==> src/tcw_pkg.sv <==
`timescale 1ns / 1ps
`default_nettype none

package tcw_pkg;

   // Screen geometry
   localparam int COLUMNS    = 80;
   localparam int ROWS       = 25;
   localparam int CELL_COUNT = ROWS * COLUMNS;
   localparam int ADDR_W     = $clog2(CELL_COUNT);

   // Field widths
   localparam int FUNC_W = 2;
   localparam int CHAR_W = 8;
   localparam int ATTR_W = 8;
   localparam int CELL_W = 16;
   localparam int ROW_W  = 5;
   localparam int COL_W  = 7;

   localparam logic [CHAR_W-1:0] NEWLINE_CODE    = 8'h0A;
   localparam logic [CHAR_W-1:0] BLANK_CODE      = 8'h20;
   localparam logic [ATTR_W-1:0] RESET_ATTRIBUTE = 8'h0F;

   // Command queue between front and back
   localparam int FIFO_DEPTH = 2;
   localparam int FIFO_PTR_W = $clog2(FIFO_DEPTH);
   localparam int FIFO_CNT_W = $clog2(FIFO_DEPTH + 1);

   typedef logic [ADDR_W-1:0] addr_type;
   typedef logic [ADDR_W:0]   addr_sum_type;

   typedef enum logic [FUNC_W-1:0] {
      FUNC_PUT   = 2'd0,
      FUNC_READ  = 2'd1,
      FUNC_CLEAR = 2'd2,
      FUNC_NONE  = 2'd3
   } func_type;

   typedef enum logic [2:0] {
      OP_PUT,
      OP_NEWLINE,
      OP_READ,
      OP_REPORT,
      OP_CLEAR
   } op_type;

   typedef struct packed {
      op_type              op;
      logic [CHAR_W-1:0]   char_code;
      addr_type            addr;
   } cmd_type;

   typedef enum logic [2:0] {
      ST_INIT,
      ST_IDLE,
      ST_READ,
      ST_ROW,
      ST_CLEAR
   } state_type;

   typedef struct packed {
      logic pop;
      logic init;
   } back_ctl_type;

   // Row-major cell index of a row and column
   function automatic addr_type logical_addr(logic [ROW_W-1:0] row, logic [COL_W-1:0] col);
      return ADDR_W'(row) * ADDR_W'(COLUMNS) + ADDR_W'(col);
   endfunction

   // Rotate a logical cell index by the address of the top row
   function automatic addr_type phys_addr(addr_type logical, addr_type base);
      addr_sum_type sum;
      sum = {1'b0, logical} + {1'b0, base};
      if (sum >= addr_sum_type'(CELL_COUNT)) begin
         sum = sum - addr_sum_type'(CELL_COUNT);
      end
      return sum[ADDR_W-1:0];
   endfunction

endpackage

`default_nettype wire

==> src/tcw_fifo.sv <==
`timescale 1ns / 1ps
`default_nettype none

module tcw_fifo (
   input  wire logic             clock,
   input  wire logic             reset,
   input  wire logic             push,
   input  wire tcw_pkg::cmd_type push_cmd,
   input  wire logic             pop,
   output tcw_pkg::cmd_type      head_cmd,
   output logic                  full,
   output logic                  empty
);

   tcw_pkg::cmd_type                  entries_ff [tcw_pkg::FIFO_DEPTH];
   logic [tcw_pkg::FIFO_PTR_W-1:0]    wr_ptr_ff, wr_ptr_in;
   logic [tcw_pkg::FIFO_PTR_W-1:0]    rd_ptr_ff, rd_ptr_in;
   logic [tcw_pkg::FIFO_CNT_W-1:0]    count_ff, count_in;

   function automatic logic [tcw_pkg::FIFO_PTR_W-1:0] bump(
      logic [tcw_pkg::FIFO_PTR_W-1:0] ptr);
      return (ptr == tcw_pkg::FIFO_PTR_W'(tcw_pkg::FIFO_DEPTH - 1)) ? '0 : ptr + 1'b1;
   endfunction

   assign full     = (count_ff == tcw_pkg::FIFO_CNT_W'(tcw_pkg::FIFO_DEPTH));
   assign empty    = (count_ff == '0);
   assign head_cmd = entries_ff[rd_ptr_ff];

   always_comb begin
      wr_ptr_in = push ? bump(wr_ptr_ff) : wr_ptr_ff;
      rd_ptr_in = pop ? bump(rd_ptr_ff) : rd_ptr_ff;
      count_in  = count_ff;
      if (push && !pop) begin
         count_in = count_ff + 1'b1;
      end else if (pop && !push) begin
         count_in = count_ff - 1'b1;
      end
   end

   always_ff @(posedge clock) begin
      if (reset) begin
         wr_ptr_ff <= '0;
         rd_ptr_ff <= '0;
         count_ff  <= '0;
      end else begin
         wr_ptr_ff <= wr_ptr_in;
         rd_ptr_ff <= rd_ptr_in;
         count_ff  <= count_in;
      end
   end

   always_ff @(posedge clock) begin
      if (push) begin
         entries_ff[wr_ptr_ff] <= push_cmd;
      end
   end

`ifndef ASSERT_OFF
   a_no_overflow: assert property (@(posedge clock) disable iff (reset)
      push |-> !full)
      else $error("command queue overflow");
   a_no_underflow: assert property (@(posedge clock) disable iff (reset)
      pop |-> !empty)
      else $error("command queue popped while empty");
`endif

endmodule

`default_nettype wire

==> config.mk <==
export PLATFORM = sky130hd
export DESIGN_NAME = tcw_fifo
export DESIGN_NICKNAME = d
export VERILOG_FILES = /design/src/tcw_pkg.sv /design/src/tcw_fifo.sv
export SDC_FILE = /design/constraint.sdc
export NUM_CORES = 1
export LEC_CHECK = 0
export BUFFER_PORTS_ARGS = -buffer_cell sky130_fd_sc_hd__buf_2
export CAP_MARGIN = 10
export CORE_ASPECT_RATIO = 0.8
export CORE_MARGIN = 1.5
export CORE_UTILIZATION = 40
export DETAILED_ROUTE_END_ITERATION = 6
export MAX_ROUTING_LAYER = met4
export PLACE_DENSITY_LB_ADDON = 0.2
export SLEW_MARGIN = 0
export SYNTH_ARGS = -nofsm -noshare
export SYNTH_HDL_FRONTEND = slang
export SYNTH_SLANG_ARGS = --single-unit
==> constraint.sdc <==
create_clock -name clock -period 1.9 [get_ports clock]
set_input_delay 0.095 -clock clock [delete_from_list [all_inputs] [get_ports clock]]
set_output_delay 0.095 -clock clock [all_outputs]
set_load 0.1 [all_outputs]
Yosys cells after proc, flatten, opt, wreduce, memory -nomap -nowiden. Memory sizes are Yosys's and may differ from the RTL's. A register that Yosys moved wholly into a read port is not among the register bits. Cells that the tools add are included.

Add/subtract/negate cells: 4. Reduce and logical (&&, ||, !) cells: 6. Multiplexer cells: 8. Equal/unequal tests: 1. Bitwise logic cells: 0. $mul: 0. Shift-type cells: 0. Div/mod/pow operators: 0. Order comparisons: 0.

Operator list (number): 1-bit 2-to-1 mux (6); 2-bit 2-to-1 mux (2); 1-bit adder, second input constant (2); 2-bit by 1-bit adder with 2-bit output, second input constant (1); 2-bit equality test, second input constant (1); 1-bit logical AND (2); 1-bit logical NOT (2); 2-bit logical NOT (1); 2-bit nonzero test (1); 2-bit by 1-bit subtractor with 2-bit output, second input constant (1).

Output and inout port bits: 24. Bits in read-only memories: 0. Memories kept: 1. Word-level logic and storage cells: 23. Flip-flop bits (word level): 4. Bits in writable memories: 44. Bits in latches: 0.

Memories: entries_ff (words 2, width 22, read ports 1, clocked after Yosys merged registers in 1, wr ports 1, RTL line tcw_fifo.sv:15) `tcw_pkg::cmd_type entries_ff [tcw_pkg::FIFO_DEPTH];`.

Longest topological paths before layout.
Word-level depth: 4. Gate-level depth with buffers: 5. Depth with buffers taken out: 5.

Worst setup path before layout. Ideal clock, no wire load.

Path kind: register to register. Start: register wr_ptr_ff. End: memory entries_ff[0][0] (netlist bit), enable pin. Path buffers: 0. Clock period less this slack: 1.732 ns. Arrival: 1.328 ns. Cell stages (with the launch flop): 2. Path slack: 0.168 ns. Cell sequence: dfxtp_1 > nor2b_1.

RTL lines: start, declared (RTL line tcw_fifo.sv:16) `logic [tcw_pkg::FIFO_PTR_W-1:0] wr_ptr_ff, wr_ptr_in;`; start signal, assigned (RTL line tcw_fifo.sv:46) `wr_ptr_ff <= wr_ptr_in;`; end, declared (RTL line tcw_fifo.sv:15).

No word-level cell before the write port.

==> flow_metrics.env <==
export IMPL_min_period_ns=1.49
export IMPL_reg2regPathDepth=2
export IMPL_fin_nets=199
export IMPL_io_buffer_count=49
export IMPL_antenna_found_initial=0
export IMPL_path_clk_slew_ns=0.08
export IMPL_p_per_area_mw_per_mm2=1070
export IMPL_rsz0062_at_grt="no"
export IMPL_coreArea_mm2=0.00423
export IMPL_htree_num_levels=2
export IMPL_skew_ns=0.00533
export IMPL_layout_cells_non_filler=230
export IMPL_nFillCells=307
export IMPL_grt_pass1_wl_um=5060
export IMPL_grt_ovfl_total=0
export IMPL_dieArea_mm2=0.00488
export IMPL_cpPeakStageDelay_ns=0.39
export IMPL_ys_seq_area_share_pct=79.6
export IMPL_grt_max_degree=16
export IMPL_fp_row_count=21
export IMPL_worst_r2r_setup_slack_ns=0.86
export IMPL_grt_util_all_layers_pct=14.7
export IMPL_setup_viol=0
export IMPL_first_pass_iters=4
export IMPL_final_area_mm2=0.00283
export IMPL_relSlewSlack_pct=67.9
export IMPL_cts_resized=0
export IMPL_crit_chain="buf_4 > mux2_2 > buf_12"
export IMPL_hold_depth=2
export IMPL_avgRoutedWirePerCell_um=13.6
export IMPL_synth_area_mm2=0.00179
export IMPL_dpl_cell_count=200
export IMPL_synth_nets=117
export IMPL_fmax_ghz=0.670
export IMPL_crit_type="register to output port"
export IMPL_num_vias=1046
export IMPL_tns_ns=0
export IMPL_numCtsBuffers=5
export IMPL_p_leak_nw=1.09
export IMPL_synth_cells=90
export IMPL_diodes=0
export IMPL_wirelength_um=3120
export IMPL_antenna_left=0
export IMPL_endpoint_kind="output port"
export IMPL_finalHoldViolations=0
export IMPL_path_buf_inv=2
export IMPL_outcome="completed"
export IMPL_fin_crit_sh_pct=78.6
export IMPL_max_cap_violations=0
export IMPL_p_seq_share_pct=41.9
export IMPL_ys_warn_count=0
export IMPL_die_w_um=77.7
export IMPL_start_kind="register"
export IMPL_drv_slew=0
export IMPL_cts_tree="yes"
export IMPL_drtIter0Drc=70
export IMPL_io_pins=50
export IMPL_clkSinkCount=49
export IMPL_comb_power_share_pct=30.3
export IMPL_synth_cell_type_count=15
export IMPL_path_delay_family="multiplexers"
export IMPL_worst_pin_slew_ns=0.484
export IMPL_p_sw_mw=0.928
export IMPL_r2r_start="wr_ptr_ff"
export IMPL_critPathRequiredTime_ns=1.80
export IMPL_start_util_pct=42.2
export IMPL_hp_class="input port to register"
export IMPL_cts_root_buffer="clkbuf_8"
export IMPL_dieHeight_um=62.8
export IMPL_drive_gt1_share_pct=50.3
export IMPL_cts_buffer_depth=2
export IMPL_route_detailed_drc=0
export IMPL_dp_hpwl_um=2150
export IMPL_avgSynthCellArea_um2=19.9
export IMPL_grt_pass1_vias=1131
export IMPL_internal_power_mw=2.10
export IMPL_gp_congestion=0.609
export IMPL_area_growth_pct=58.1
export IMPL_worst_ep_arrival_time_ns=1.40
export IMPL_setup_worst_path_end="head_cmd[14]"
export IMPL_synth_seq_cells=49
export IMPL_cp_depth=3
export IMPL_clk_insertion_delay_late_ns=0.30
export IMPL_path_max_fanout=12
export IMPL_p_clk_share_pct=27.8
export IMPL_viasPerCell=4.55
export IMPL_cpMaxStageDelayCell="mux2_2"
export IMPL_ir_worst_vdd_v=0.000518
export IMPL_regToRegEndpoint="entries_ff[1][18]"
export IMPL_placed_area_mm2=0.00247
export IMPL_switching_share_pct=30.6
==> state kept, by name, indices dropped and copies added, names as in the netlist, named ones only <==
signal	flops
rd_ptr_ff	1
wr_ptr_ff	1
entries_ff	44
count_ff	2
==> synthesized netlist by cell type, drive strengths merged <==
master | instances | share of area, %
a21oi | 1 | 0.28
and2 | 1 | 0.35
and2b | 1 | 0.49
buf | 2 | 0.56
dfxtp | 5 | 5.6
edfxtp | 44 | 74
ha | 1 | 0.70
inv | 1 | 0.21
mux2 | 22 | 14
nor2 | 5 | 1.1
nor2b | 1 | 0.35
o21ai | 1 | 0.28
or3 | 1 | 0.35
xnor2 | 2 | 0.98
xor2 | 2 | 0.98
==> cell families (layout without fill, tap and decap cells) <==
group                    count (synthesis)  in the layout  synth area share [%]
multiplexers                            22             22                  13.9
adder cells (fa/ha/maj)                  1              1                 0.700
AND/OR/NAND/NOR                          9              9                  2.59
buffers and inverters                    3             86                 0.770
XOR/XNOR                                 4              4                  1.96
flip-flops                              49             49                  79.6
AO/OA/AOI/OAI                            2              2                 0.560
==> worst min path at each step <==
stage	start	to	slack, ns
6_report	reset	count_ff[1]	0.03
5_1_grt	reset	count_ff[1]	0.02
4_1_cts	reset	count_ff[1]	0.02
3_5_place_dp	push_cmd[13]	entries_ff[1][13]	0.29
3_3_place_gp	push_cmd[2]	entries_ff[0][2]	0.28
2_1_floorplan	reset	count_ff[1]	0.16
==> cell type report <==
| cell class | count | area (um2) | share of cell area (%) |
|---|---|---|---|
| clock inverters | 3 | 65.1 | 2.30 |
| repair buffers | 77 | 841 | 29.8 |
| multi-input cells | 38 | 354 | 12.5 |
| flip-flops and latches | 49 | 1420 | 50.3 |
| well taps | 57 | 71.3 | 2.52 |
| clock buffers | 5 | 68.8 | 2.44 |
| inverters | 1 | 3.75 | 0.133 |
==> power by group through the flow <==
stage	logic [mW]	registers (mW)	clock network [mW]
finish	0.918	1.27	0.842
global route	0.950	1.28	0.906
CTS	0.926	1.27	0.862
detailed placement	0.890	1.30	0
global placement	0.880	1.29	0
floorplan	0.570	1.29	0
==> cell usage in the layout (no fill, tap or decap) <==
master         netlist  layout
nor2b_2              0       1
mux2_2              22      22
or3_1                1       1
dlygate4sd3_1        0      22
and2_1               1       1
and2b_2              1       1
o21ai_0              1       1
ha_1                 1       1
inv_1                1       1
bufinv_16            0       2
xor2_1               2       2
buf_2                2      27
clkbuf_8             0       5
edfxtp_1            44      44
buf_12               0      22
buf_4                0       6
clkinv_2             0       1
xnor2_1              2       2
dfxtp_1              5       5
a21oi_1              1       1
nor2_1               5       5
==> metal layers <==
layer / global-route usage, % / share of wire [%] / vias up
met1: 15.8 / 39 / 506
met3: 4.96 / 5.8 / 7
met4: 6.14 / 1.6 / 0
met5: - / 0 / -
li1: - / - / 503
met2: 24.7 / 53 / 30
==> stage by stage <==
stage,power (mW),hold WS (ns),util [%],worst slack (ns)
6_report,3.03,0.0250,66.8,0.407
4_1_cts,3.06,0.0181,66.8,0.385
5_1_grt,3.14,0.0167,66.8,0.345
3_5_place_dp,2.19,0.287,58.4,0.718
3_3_place_gp,2.17,0.283,58.4,0.724
2_1_floorplan,1.86,0.164,-,0.168
==> what timing repair did <==
item / CTS / global route
hold buffers: 22 / 0
setup endpoints to repair: 0 / 0
setup buffers: 0 / 0
endpoints found under the hold margin: 44 / 0
==> worst register-to-register path, cell delays in order (launching register included) <==
cell     delay, ns
dfxtp_1       0.37
and2_1        0.16
buf_4         0.21
Note: power is estimated with default switching activity, not from simulation.
