<file path="config.mk">
export PLATFORM = sky130hd
export DESIGN_NAME = tcw_front
export DESIGN_NICKNAME = d
export VERILOG_FILES = /design/src/tcw_pkg.sv /design/src/tcw_front.sv
export SDC_FILE = /design/constraint.sdc
export NUM_CORES = 1
export LEC_CHECK = 0
export ABC_AREA = 1
export ABC_CLOCK_PERIOD_IN_PS = 3400
export BUFFER_PORTS_ARGS = -buffer_cell sky130_fd_sc_hd__buf_2
export CORE_AREA = 2 2 39 41
export DETAILED_ROUTE_END_ITERATION = 7
export DIE_AREA = 0 0 41 43
export PLACE_DENSITY = 0.86
export SYNTH_ARGS = -nofsm -noshare
export SYNTH_HDL_FRONTEND = slang
export SYNTH_SLANG_ARGS = --single-unit
</file>
<file path="constraint.sdc">
create_clock -name vclk -period 3.4
set_input_delay 0.17 -clock vclk [all_inputs]
set_output_delay 0.17 -clock vclk [all_outputs]
set_load 0.005 [all_outputs]
</file>
<file path="src/tcw_pkg.sv">
`timescale 1ns / 1ps
`default_nettype none

package tcw_pkg;

   // Screen geometry
   localparam int COLUMNS    = 80;
   localparam int ROWS       = 25;
   localparam int CELL_COUNT = ROWS * COLUMNS;
   localparam int ADDR_W     = $clog2(CELL_COUNT);

   // Field widths
   localparam int FUNC_W = 2;
   localparam int CHAR_W = 8;
   localparam int ATTR_W = 8;
   localparam int CELL_W = 16;
   localparam int ROW_W  = 5;
   localparam int COL_W  = 7;

   localparam logic [CHAR_W-1:0] NEWLINE_CODE    = 8'h0A;
   localparam logic [CHAR_W-1:0] BLANK_CODE      = 8'h20;
   localparam logic [ATTR_W-1:0] RESET_ATTRIBUTE = 8'h0F;

   // Command queue between front and back
   localparam int FIFO_DEPTH = 2;
   localparam int FIFO_PTR_W = $clog2(FIFO_DEPTH);
   localparam int FIFO_CNT_W = $clog2(FIFO_DEPTH + 1);

   typedef logic [ADDR_W-1:0] addr_type;
   typedef logic [ADDR_W:0]   addr_sum_type;

   typedef enum logic [FUNC_W-1:0] {
      FUNC_PUT   = 2'd0,
      FUNC_READ  = 2'd1,
      FUNC_CLEAR = 2'd2,
      FUNC_NONE  = 2'd3
   } func_type;

   typedef enum logic [2:0] {
      OP_PUT,
      OP_NEWLINE,
      OP_READ,
      OP_REPORT,
      OP_CLEAR
   } op_type;

   typedef struct packed {
      op_type              op;
      logic [CHAR_W-1:0]   char_code;
      addr_type            addr;
   } cmd_type;

   typedef enum logic [2:0] {
      ST_INIT,
      ST_IDLE,
      ST_READ,
      ST_ROW,
      ST_CLEAR
   } state_type;

   typedef struct packed {
      logic pop;
      logic init;
   } back_ctl_type;

   // Row-major cell index of a row and column
   function automatic addr_type logical_addr(logic [ROW_W-1:0] row, logic [COL_W-1:0] col);
      return ADDR_W'(row) * ADDR_W'(COLUMNS) + ADDR_W'(col);
   endfunction

   // Rotate a logical cell index by the address of the top row
   function automatic addr_type phys_addr(addr_type logical, addr_type base);
      addr_sum_type sum;
      sum = {1'b0, logical} + {1'b0, base};
      if (sum >= addr_sum_type'(CELL_COUNT)) begin
         sum = sum - addr_sum_type'(CELL_COUNT);
      end
      return sum[ADDR_W-1:0];
   endfunction

endpackage

`default_nettype wire

</file>
<file path="src/tcw_front.sv">
`timescale 1ns / 1ps
`default_nettype none

module tcw_front (
   input  wire logic [tcw_pkg::FUNC_W-1:0] func,
   input  wire logic [tcw_pkg::CHAR_W-1:0] char_code,
   input  wire logic [tcw_pkg::ROW_W-1:0]  read_row,
   input  wire logic [tcw_pkg::COL_W-1:0]  read_column,
   output tcw_pkg::cmd_type                cmd
);

   logic read_in_range;

   assign read_in_range = (int'(read_row) < tcw_pkg::ROWS) &&
                          (int'(read_column) < tcw_pkg::COLUMNS);

   always_comb begin
      cmd.char_code = char_code;
      cmd.addr      = tcw_pkg::logical_addr(read_row, read_column);
      case (tcw_pkg::func_type'(func))
         tcw_pkg::FUNC_PUT: begin
            cmd.op = (char_code == tcw_pkg::NEWLINE_CODE) ? tcw_pkg::OP_NEWLINE
                                                          : tcw_pkg::OP_PUT;
         end
         tcw_pkg::FUNC_READ: begin
            // off-screen reads just report zero
            cmd.op = read_in_range ? tcw_pkg::OP_READ : tcw_pkg::OP_REPORT;
         end
         tcw_pkg::FUNC_CLEAR: begin
            cmd.op = tcw_pkg::OP_CLEAR;
         end
         default: begin
            cmd.op = tcw_pkg::OP_REPORT;
         end
      endcase
   end

endmodule

`default_nettype wire

</file>
* After elaboration in Yosys (flattened, before gate mapping)
Cells that the tools add are included.
Word-level totals: flip-flop bits (word level) 0, output and inout port bits 22, logic and storage cells 12
Cells by class: multipliers 1, order comparisons 2, reductions and logical operators 2, muxes and demuxes 3, equality and inequality tests 3, $add $sub $neg 1
Operators by type and width (count):
- 11-bit by 7-bit adder with 11-bit output | 1
- 3-bit one-hot mux with 3 select lines | 1
- 8-bit by 4-bit == test with 1-bit output (second input constant) | 1
- 7-bit less-than comparator (second input constant) | 1
- 5-bit by 3-bit multiplier with 7-bit output (second input constant) | 1
- 5-bit less-than comparator (second input constant) | 1
- 2-bit by 1-bit == test with 1-bit output (second input constant) | 1
- 2-bit == test (second input constant) | 1
- 2-bit logical NOT | 1
- 1-bit two-way mux | 2
- 1-bit logical AND | 1

* Longest topological paths before layout
Gate-level depths: netlist of run 1.
depth in word-level cells 4, mapped depth 9, gate-level depth less buffers 9

* Worst setup path after synthesis of run 1
Ideal clock, no wire load.
path type input -> output, start point input port read_row[1] in the netlist's numbering, end point output port cmd[10] in the netlist's numbering, path buffers 0, stages 9, path slack 1.648 ns, data required time 3.230 ns, arrival 1.582 ns, cells stage by stage ha_1 > ha_1 > fa_1 > nand2_1 > inv_1 > nand3_1 > nor2_1 > nand3_1 > nand2_1
RTL lines:
- start: declaration | RTL line tcw_front.sv:7 | input wire logic [tcw_pkg::ROW_W-1:0] read_row,
- end: declaration | RTL line tcw_front.sv:9 | output tcw_pkg::cmd_type cmd

==> impl_metrics.toml, run 1 <==
[die]
fp.coreArea_um2 = 1380
die-area_um2 = 1760
die_width_um = 41
die_h_um = 43
start_util_pct = 36.9
fp-row-count = 14
ios = 44

[worst_hold_path]
hold_class = "input port to output pin"

[timing]
tns_ns = 0
slew_viol_final = 0
hold_violations = 0
relSlewSlack_pct = 87.6
fin_crit_sh_pct = 61.1
rsz0062_at_grt = "no"
layout_min_cycle_time_ns = 2.08
worstMarginPinSlew_ns = 0.186
setup_viol = 0
max_freq_mhz = 481
layout_setup_ws_ns = 1.32

[yosys]
synth_cells = 82
synth_most_common_cell = "nand2_1"
ys_seq_area_share_pct = 0
synth.distinct_cells = 16
syn_avg_cell_area_um2 = 6.23
synth_nets = 115
syn-cell-area_um2 = 510
synth_area_leaders = "ha_1, buf_4, nand2_1"
synth_top_area_share_pct = 22.1
yosys_warnings = 0
yosys-top-cells-count = "nand2_1, buf_4, inv_1, nand3_1, ha_1"
synth_top_area_cell = "ha_1"

[route]
drt-initial-drc-count = 11
vias_per_cell = 4.76
first_pass_iters = 4
antenna_left = 0
vias = 576
wl_mm = 1.12
routedWlPerCell_um = 9.27
drc = 0

[finish]
drive_gt1_share_pct = 35.2
n_sequential_cell = 0
clkbuf_count = 0
final_net_count = 140
syn2layout_area_growth_pct = 20.8
ff_latch_area_um2 = 0
diodes = 0

[worst_setup_path]
cp.arrival_ns = 1.91
end_kind = "output pin"
cp_max_fo = 4
crit_type = "input port to output pin"
startpoint_type = "input port"
endpoint = "cmd[10]"
crit_start = "read_row[1]"
cp.required_ns = 3.23

[clocking]
post_cts_buffers = 0
post_cts_resized = 0
hold_buffers = 0

[global_route]
antenna_found_initial = 0
met2_usage_pct = 28.4
grt_pass1_vias = 509
top_usage_layer = "met2"
grt-ovfl-total = 0
met1_usage_pct = 14.4
grt_use_total_pct = 13.8
grt_use_met3_pct = 0
grt_pass1_wl_mm = 1.84
grt_max_degree = 7

[placed_design]
io_buffers = 36
place_congestion = 0.776
pre_cts_slack_ns = 1.33
hpwl_mm = 1.05

[pwr]
leakage_nw = 0.392
p_per_area_nw_per_um2 = 173
max-vdd-ir-drop_v = 0.0000495

[run]
max-cap-violations = 0

[status]
outcome = "completed"
==> cells in the final DEF (no fill, tap or decap), drive strengths merged, types with 2 or more instances in the layout <==
cell type and instances:
inv 11, a21oi 2, ha 9, fa 2
o21ai 2, nand3 11, xor2 2, nor2 5
buf 36, nand2 21
==> worst min path at each step <==
stage | startpoint | endpoint | slack [ns] | depth (start not counted)
after floorplan | func[0] | cmd[21] | 0.37 | 1
after detailed placement | read_column[0] | cmd[0] | 0.34 | 0
after global routing | read_column[0] | cmd[0] | 0.34 | 0
after global placement | read_column[0] | cmd[0] | 0.34 | 0
after CTS | read_column[0] | cmd[0] | 0.34 | 0
final | read_column[0] | cmd[0] | 0.34 | 0
==> logic make-up (layout without fill, tap and decap cells) <==
| group | after synthesis | in the layout | synth area share [%] |
|---|---|---|---|
| simple gates | 40 | 40 | 34.6 |
| xor+xnor | 3 | 3 | 5.15 |
| buf+inv | 24 | 47 | 26.5 |
| fa+ha+maj | 11 | 11 | 29.9 |
| compound gates | 4 | 4 | 3.92 |
==> layer usage <==
layer | routed length (um) | vias to the layer above | share of wire (%)
li1 | - | 299 | -
met1 | 418 | 254 | 37
met2 | 602 | 21 | 54
met3 | 98 | 2 | 8.7
met4 | 4 | 0 | 0.36
met5 | 0 | - | 0
==> stage by stage <==
stage	cells	hold slack (ns)	total power [mW]	cell area [um2]	utilization (%)
3_5_place_dp	121	0.340	0.108	617	44.6
2_1_floorplan	82	0.371	0.0717	510	-
3_3_place_gp	121	0.340	0.105	617	44.6
4_1_cts	121	0.340	0.109	617	44.6
6_report	121	0.340	0.107	617	44.6
5_1_grt	121	0.340	0.124	617	44.6
==> report_power, final <==
group	switching, mW	internal (mW)
sequential	0	0
clock	0	0
combinational	0.0560	0.0510
==> worst max-delay path: stages <==
cell and delay [ns]:
buf_2 0.13, ha_1 0.30, ha_1 0.22, fa_1 0.52, nand2_1 0.06, inv_1 0.11
nand3_1 0.08, nor2_1 0.08, nand3_1 0.07, nand2_1 0.05, buf_2 0.10
==> area by class of cell <==
class / instances / area (um2)
Fill cell: 155 / 767
Multi-Input combinational cell: 58 / 375
Timing Repair Buffer: 36 / 180
Inverter: 11 / 41.3
Tap cell: 16 / 20.0
Note: power is estimated with default switching activity, not from simulation.
==> run 2, diff against run 1 <==
--- a/config.mk
+++ b/config.mk
@@ -6,12 +6,12 @@
 export NUM_CORES = 1
 export LEC_CHECK = 0
 export ABC_AREA = 1
-export ABC_CLOCK_PERIOD_IN_PS = 3400
+export ABC_CLOCK_PERIOD_IN_PS = 1760
 export BUFFER_PORTS_ARGS = -buffer_cell sky130_fd_sc_hd__buf_2
-export CORE_AREA = 2 2 39 41
+export CORE_MARGIN = 2
+export CORE_UTILIZATION = 37
 export DETAILED_ROUTE_END_ITERATION = 7
-export DIE_AREA = 0 0 41 43
-export PLACE_DENSITY = 0.86
+export PLACE_DENSITY = 0.87
 export SYNTH_ARGS = -nofsm -noshare
 export SYNTH_HDL_FRONTEND = slang
 export SYNTH_SLANG_ARGS = --single-unit
==> constraint.sdc (replaced) <==
create_clock -name vclk -period 1.76
set_input_delay 0.088 -clock vclk [all_inputs]
set_output_delay 0.088 -clock vclk [all_outputs]
set_load 0.005 [all_outputs]
==> run 2 against run 1 <==
- global-route usage rose by 1.3 points
- sequential cell count did not move
- hold slack got worse by 0.16 ns
- cell count rose by 4.1%
- utilization rose by 10 points
- worst setup slack got worse by 1.3 ns
- combinational power rose by 140%
- die area fell by 4.0%
- critical path depth did not move
- count of clock-buffer cells in the layout did not move
- sequential share of layout area did not move
- first-iteration DRC count fell by 45%
- critical path type unchanged
==> impl_metrics.toml, run 2 (synthesis gave the netlist of run 1 again) <==
[finish]
layout_commonest_cell = "buf_2"
clkbuf_count = 0
n_sequential_cell = 0
post-route-cell-area_um2 = 714
final_net_count = 146
ff_latch_area_um2 = 0
layout.cells.non_filler = 126
diodes = 0
syn2layout_area_growth_pct = 40.0
fillers = 133
final_cell_mix = "buf_2, nand2_1, inv_1"
drive_gt1_share_pct = 44.1

[timing]
relSlewSlack_pct = 86.2
whs_ns = 0.176
hold_violations = 0
fin_crit_sh_pct = 99.6
max_freq_mhz = 570
worstMarginPinSlew_ns = 0.208
slew_viol_final = 0
setup_viol = 0
layout_min_cycle_time_ns = 1.75

[run]
max-cap-violations = 0

[worst_setup_path]
slowest_delay_ns = 0.41
crit_type = "input port to output pin"
startpoint_type = "input port"
cp.required_ns = 1.67
path_cells = "buf_6 > ha_4 > ha_4 > fa_1 > inv_1 > nand2_1 > nand2_1 > nand3_1 > nand3_1 > nand2_1 > buf_2"
end_kind = "output pin"
cp.arrival_ns = 1.67
cpMostUsedCell = "nand2_1"
cpMaxStageDelayCell = "fa_1"
cp_max_fo = 3

[die]
die-area_um2 = 1690
start_util_pct = 39.2
ios = 44
fp-row-count = 13
die_width_um = 41.1
fp.coreArea_um2 = 1300
die_h_um = 41.1

[route]
drt-initial-drc-count = 6
first_pass_iters = 2
routedWlPerCell_um = 11.3
wl_mm = 1.43
vias = 602
antenna_left = 0
vias_per_cell = 4.78
drc = 0

[global_route]
grt_use_total_pct = 15.2
grt_pass1_wl_mm = 1.84
grt_pass1_vias = 491
antenna_found_initial = 0
grt-ovfl-total = 0
grt_max_degree = 7

[placed_design]
hpwl_mm = 1.07
place_congestion = 0.684
io_buffers = 36
dpl.cell_count = 124
placed_area_um2 = 646

[pwr]
max-vdd-ir-drop_v = 0.000192
leakage_nw = 0.422
p_per_area_nw_per_um2 = 365

[status]
outcome = "completed"

[worst_hold_path]
hold_depth = 0
hold_class = "input port to output pin"

[clocking]
hold_buffers = 0
-- run 2: critical path, delay by kind of cell --
family                     cells  cell delay (ns)
adders and majority gates      3             0.81
and+or+nand+nor                5             0.45
buffers and inverters          3             0.32
-- run 2: metrics by stage --
step	total power [mW]	setup TNS [ns]	util, %	setup WS [ns]
4_1_cts	0.230	0	50.8	0.00451
3_5_place_dp	0.223	-0.117	49.6	-0.0610
2_1_floorplan	0.139	0	-	0.172
5_1_grt	0.291	-0.0900	54.9	-0.0807
3_3_place_gp	0.215	-0.0299	49.6	-0.0166
6_report	0.261	0	54.9	0.00642
-- run 2: what timing repair did --
action | 4_1_cts | 5_1_grt
pin swaps | 3 | 8
resized for setup | 3 | 7
buffers inserted | 0 | 2
endpoints found under the setup margin | 2 | 2
-- run 2: worst paths after layout --
| check | to | from | slack [ns] |
|---|---|---|---|
| setup / recovery | cmd[10] | read_row[3] | 0.006 |
| hold / removal | cmd[3] | read_column[3] | 0.18 |
-- run 2: power breakdown --
part	leakage [nW]	internal (mW)	switching (mW)
clock network	0	0	0
registers	0	0	0
logic	0.422	0.132	0.129
-- run 2: area by class of cell --
| cell class | instances | area (um2) | share of cell area (%) |
|---|---|---|---|
| well taps | 15 | 18.8 | 2.63 |
| multi-input cells | 58 | 420 | 58.8 |
| inverters | 11 | 41.3 | 5.78 |
| repair buffers | 42 | 234 | 32.7 |
-- run 2: per-layer routing --
layer	track usage [%]	part of all wire, %	vias to the layer above
li1	-	-	311
met1	18.1	38	263
met2	30.1	56	28
met3	0.543	6.5	0
met4	1.61	0	0
met5	0	0	-
==> run 3, diff against run 2 <==
--- a/config.mk
+++ b/config.mk
@@ -12,6 +12,7 @@
 export CORE_UTILIZATION = 37
 export DETAILED_ROUTE_END_ITERATION = 7
 export PLACE_DENSITY = 0.87
+export REMOVE_ABC_BUFFERS = 1
 export SYNTH_ARGS = -nofsm -noshare
 export SYNTH_HDL_FRONTEND = slang
 export SYNTH_SLANG_ARGS = --single-unit
==> run 3 against run 2 <==
- first-iteration DRC count fell by 50%
- sequential share of layout area is the same
- power down 0.50%
- via count shrank 1.3%
- critical path type unchanged
- highest routed layer unchanged
==> impl_metrics.toml, run 3 (synthesis gave the netlist of run 1 again) <==
[worst_setup_path]
startpoint_type = "input port"
end_kind = "output pin"
cp_max_fo = 4
path_cells = "buf_8 > ha_4 > ha_4 > fa_1 > nand2_1 > inv_2 > nand3_2 > nor2_1 > nand3_1 > nand2_1 > buf_2"
slowest_delay_ns = 0.52
crit_type = "input port to output pin"
cp.arrival_ns = 1.62
cpMaxStageDelayCell = "fa_1"
cp.required_ns = 1.67

[route]
drc = 0
first_pass_iters = 4
vias = 594
vias_per_cell = 4.60
drt-initial-drc-count = 3
routedWlPerCell_um = 10.2
antenna_left = 0
wl_mm = 1.31

[die]
start_util_pct = 39.2
fp-row-count = 13
ios = 44
die_width_um = 41.1
die_h_um = 41.1
die-area_um2 = 1690
fp.coreArea_um2 = 1300

[timing]
fin_crit_sh_pct = 97.0
layout_setup_ws_ns = 0.0527
relSlewSlack_pct = 87.3
slew_viol_final = 0
layout_min_cycle_time_ns = 1.71
tns_ns = 0
setup_viol = 0
rsz0062_at_grt = "yes"
hold_violations = 0
worstMarginPinSlew_ns = 0.190
max_freq_mhz = 586

[status]
outcome = "completed"

[worst_hold_path]
worst_hold_startpoint = "read_column[2]"
hold_depth = 0
hold_class = "input port to output pin"
hold_end = "cmd[2]"

[global_route]
grt_use_total_pct = 16.4
grt_pass1_wl_mm = 1.92
grt-ovfl-total = 0
grt_pass1_vias = 462
grt_max_degree = 7
antenna_found_initial = 0

[finish]
final_net_count = 149
clkbuf_count = 0
utilization_pct = 56.3
syn2layout_area_growth_pct = 43.4
n_sequential_cell = 0
ff_latch_area_um2 = 0
multi_input_area_um2 = 408
fillers = 135
drive_gt1_share_pct = 44.7
final_cell_mix = "buf_2, nand2_1, inv_1"
layout_commonest_cell = "buf_2"
diodes = 0
post-route-cell-area_um2 = 732

[pwr]
p_seq_share_pct = 0
power_mw = 0.259
max-vdd-ir-drop_v = 0.000200
internal_power_mw = 0.137
p_per_area_nw_per_um2 = 354
pwr-share-comb_pct = 100.0
leakage_nw = 0.440
swShare_pct = 47.2
p_sw_mw = 0.122
clkPwrFrac_pct = 0

[run]
max-cap-violations = 0

[placed_design]
pre_cts_slack_ns = -0.115
placed_area_um2 = 646
io_buffers = 36
place_congestion = 0.679
hpwl_mm = 1.10
-- run 3: cell count changes in the layout (fill, tap and decap cells not counted) --
cell | before | now
ha_4 | 3 | 2
buf_8 | 0 | 1
ha_1 | 5 | 6
buf_4 | 7 | 9
-- run 3: metal layers --
metal	track usage, %	wire, um	up-vias
li1	-	-	316
met1	21.2	530	261
met4	0	0	0
met2	31.3	729	17
met5	0	0	-
met3	1.09	49	0
-- run 3: stage by stage --
step | hold slack (ns) | std cells
2_1_floorplan | 0.176 | 69
3_3_place_gp | 0.176 | 124
3_5_place_dp | 0.176 | 124
4_1_cts | 0.176 | 128
5_1_grt | 0.176 | 129
6_report | 0.176 | 129
-- run 3: repair_timing --
item	CTS	global route
hold buffers	0	0
setup endpoints to repair	1	3
gates cloned	0	0
pin swaps	8	7
buffers inserted	4	1
resized for setup	8	3
-- run 3: layout make-up --
| class | instances | share of cell area (%) |
|---|---|---|
| Multi-Input combinational cell | 58 | 55.7 |
| Timing Repair Buffer | 45 | 36.1 |
| Inverter | 11 | 5.64 |
| Tap cell | 15 | 2.56 |
-- run 3: how the worst max path moves through the flow --
| stage | start | endpoint | cells past startpoint |
|---|---|---|---|
| 2_1_floorplan | read_row[1] | cmd[10] | 9 |
| 3_3_place_gp | read_row[1] | cmd[10] | 11 |
| 3_5_place_dp | read_row[1] | cmd[10] | 11 |
| 4_1_cts | read_row[1] | cmd[10] | 11 |
| 5_1_grt | read_row[1] | cmd[10] | 11 |
| 6_report | read_row[1] | cmd[10] | 11 |
-- run 3: power groups by stage --
stage | registers, mW | clock network, mW | logic, mW
2_1_floorplan | 0 | 0 | 0.115
3_3_place_gp | 0 | 0 | 0.211
3_5_place_dp | 0 | 0 | 0.219
4_1_cts | 0 | 0 | 0.254
5_1_grt | 0 | 0 | 0.293
6_report | 0 | 0 | 0.259
-- run 3: critical path, delay by kind of cell --
family	cells	cell delay [ns]
fa+ha+maj	3	0.91
simple gates	5	0.34
buf+inv	3	0.28
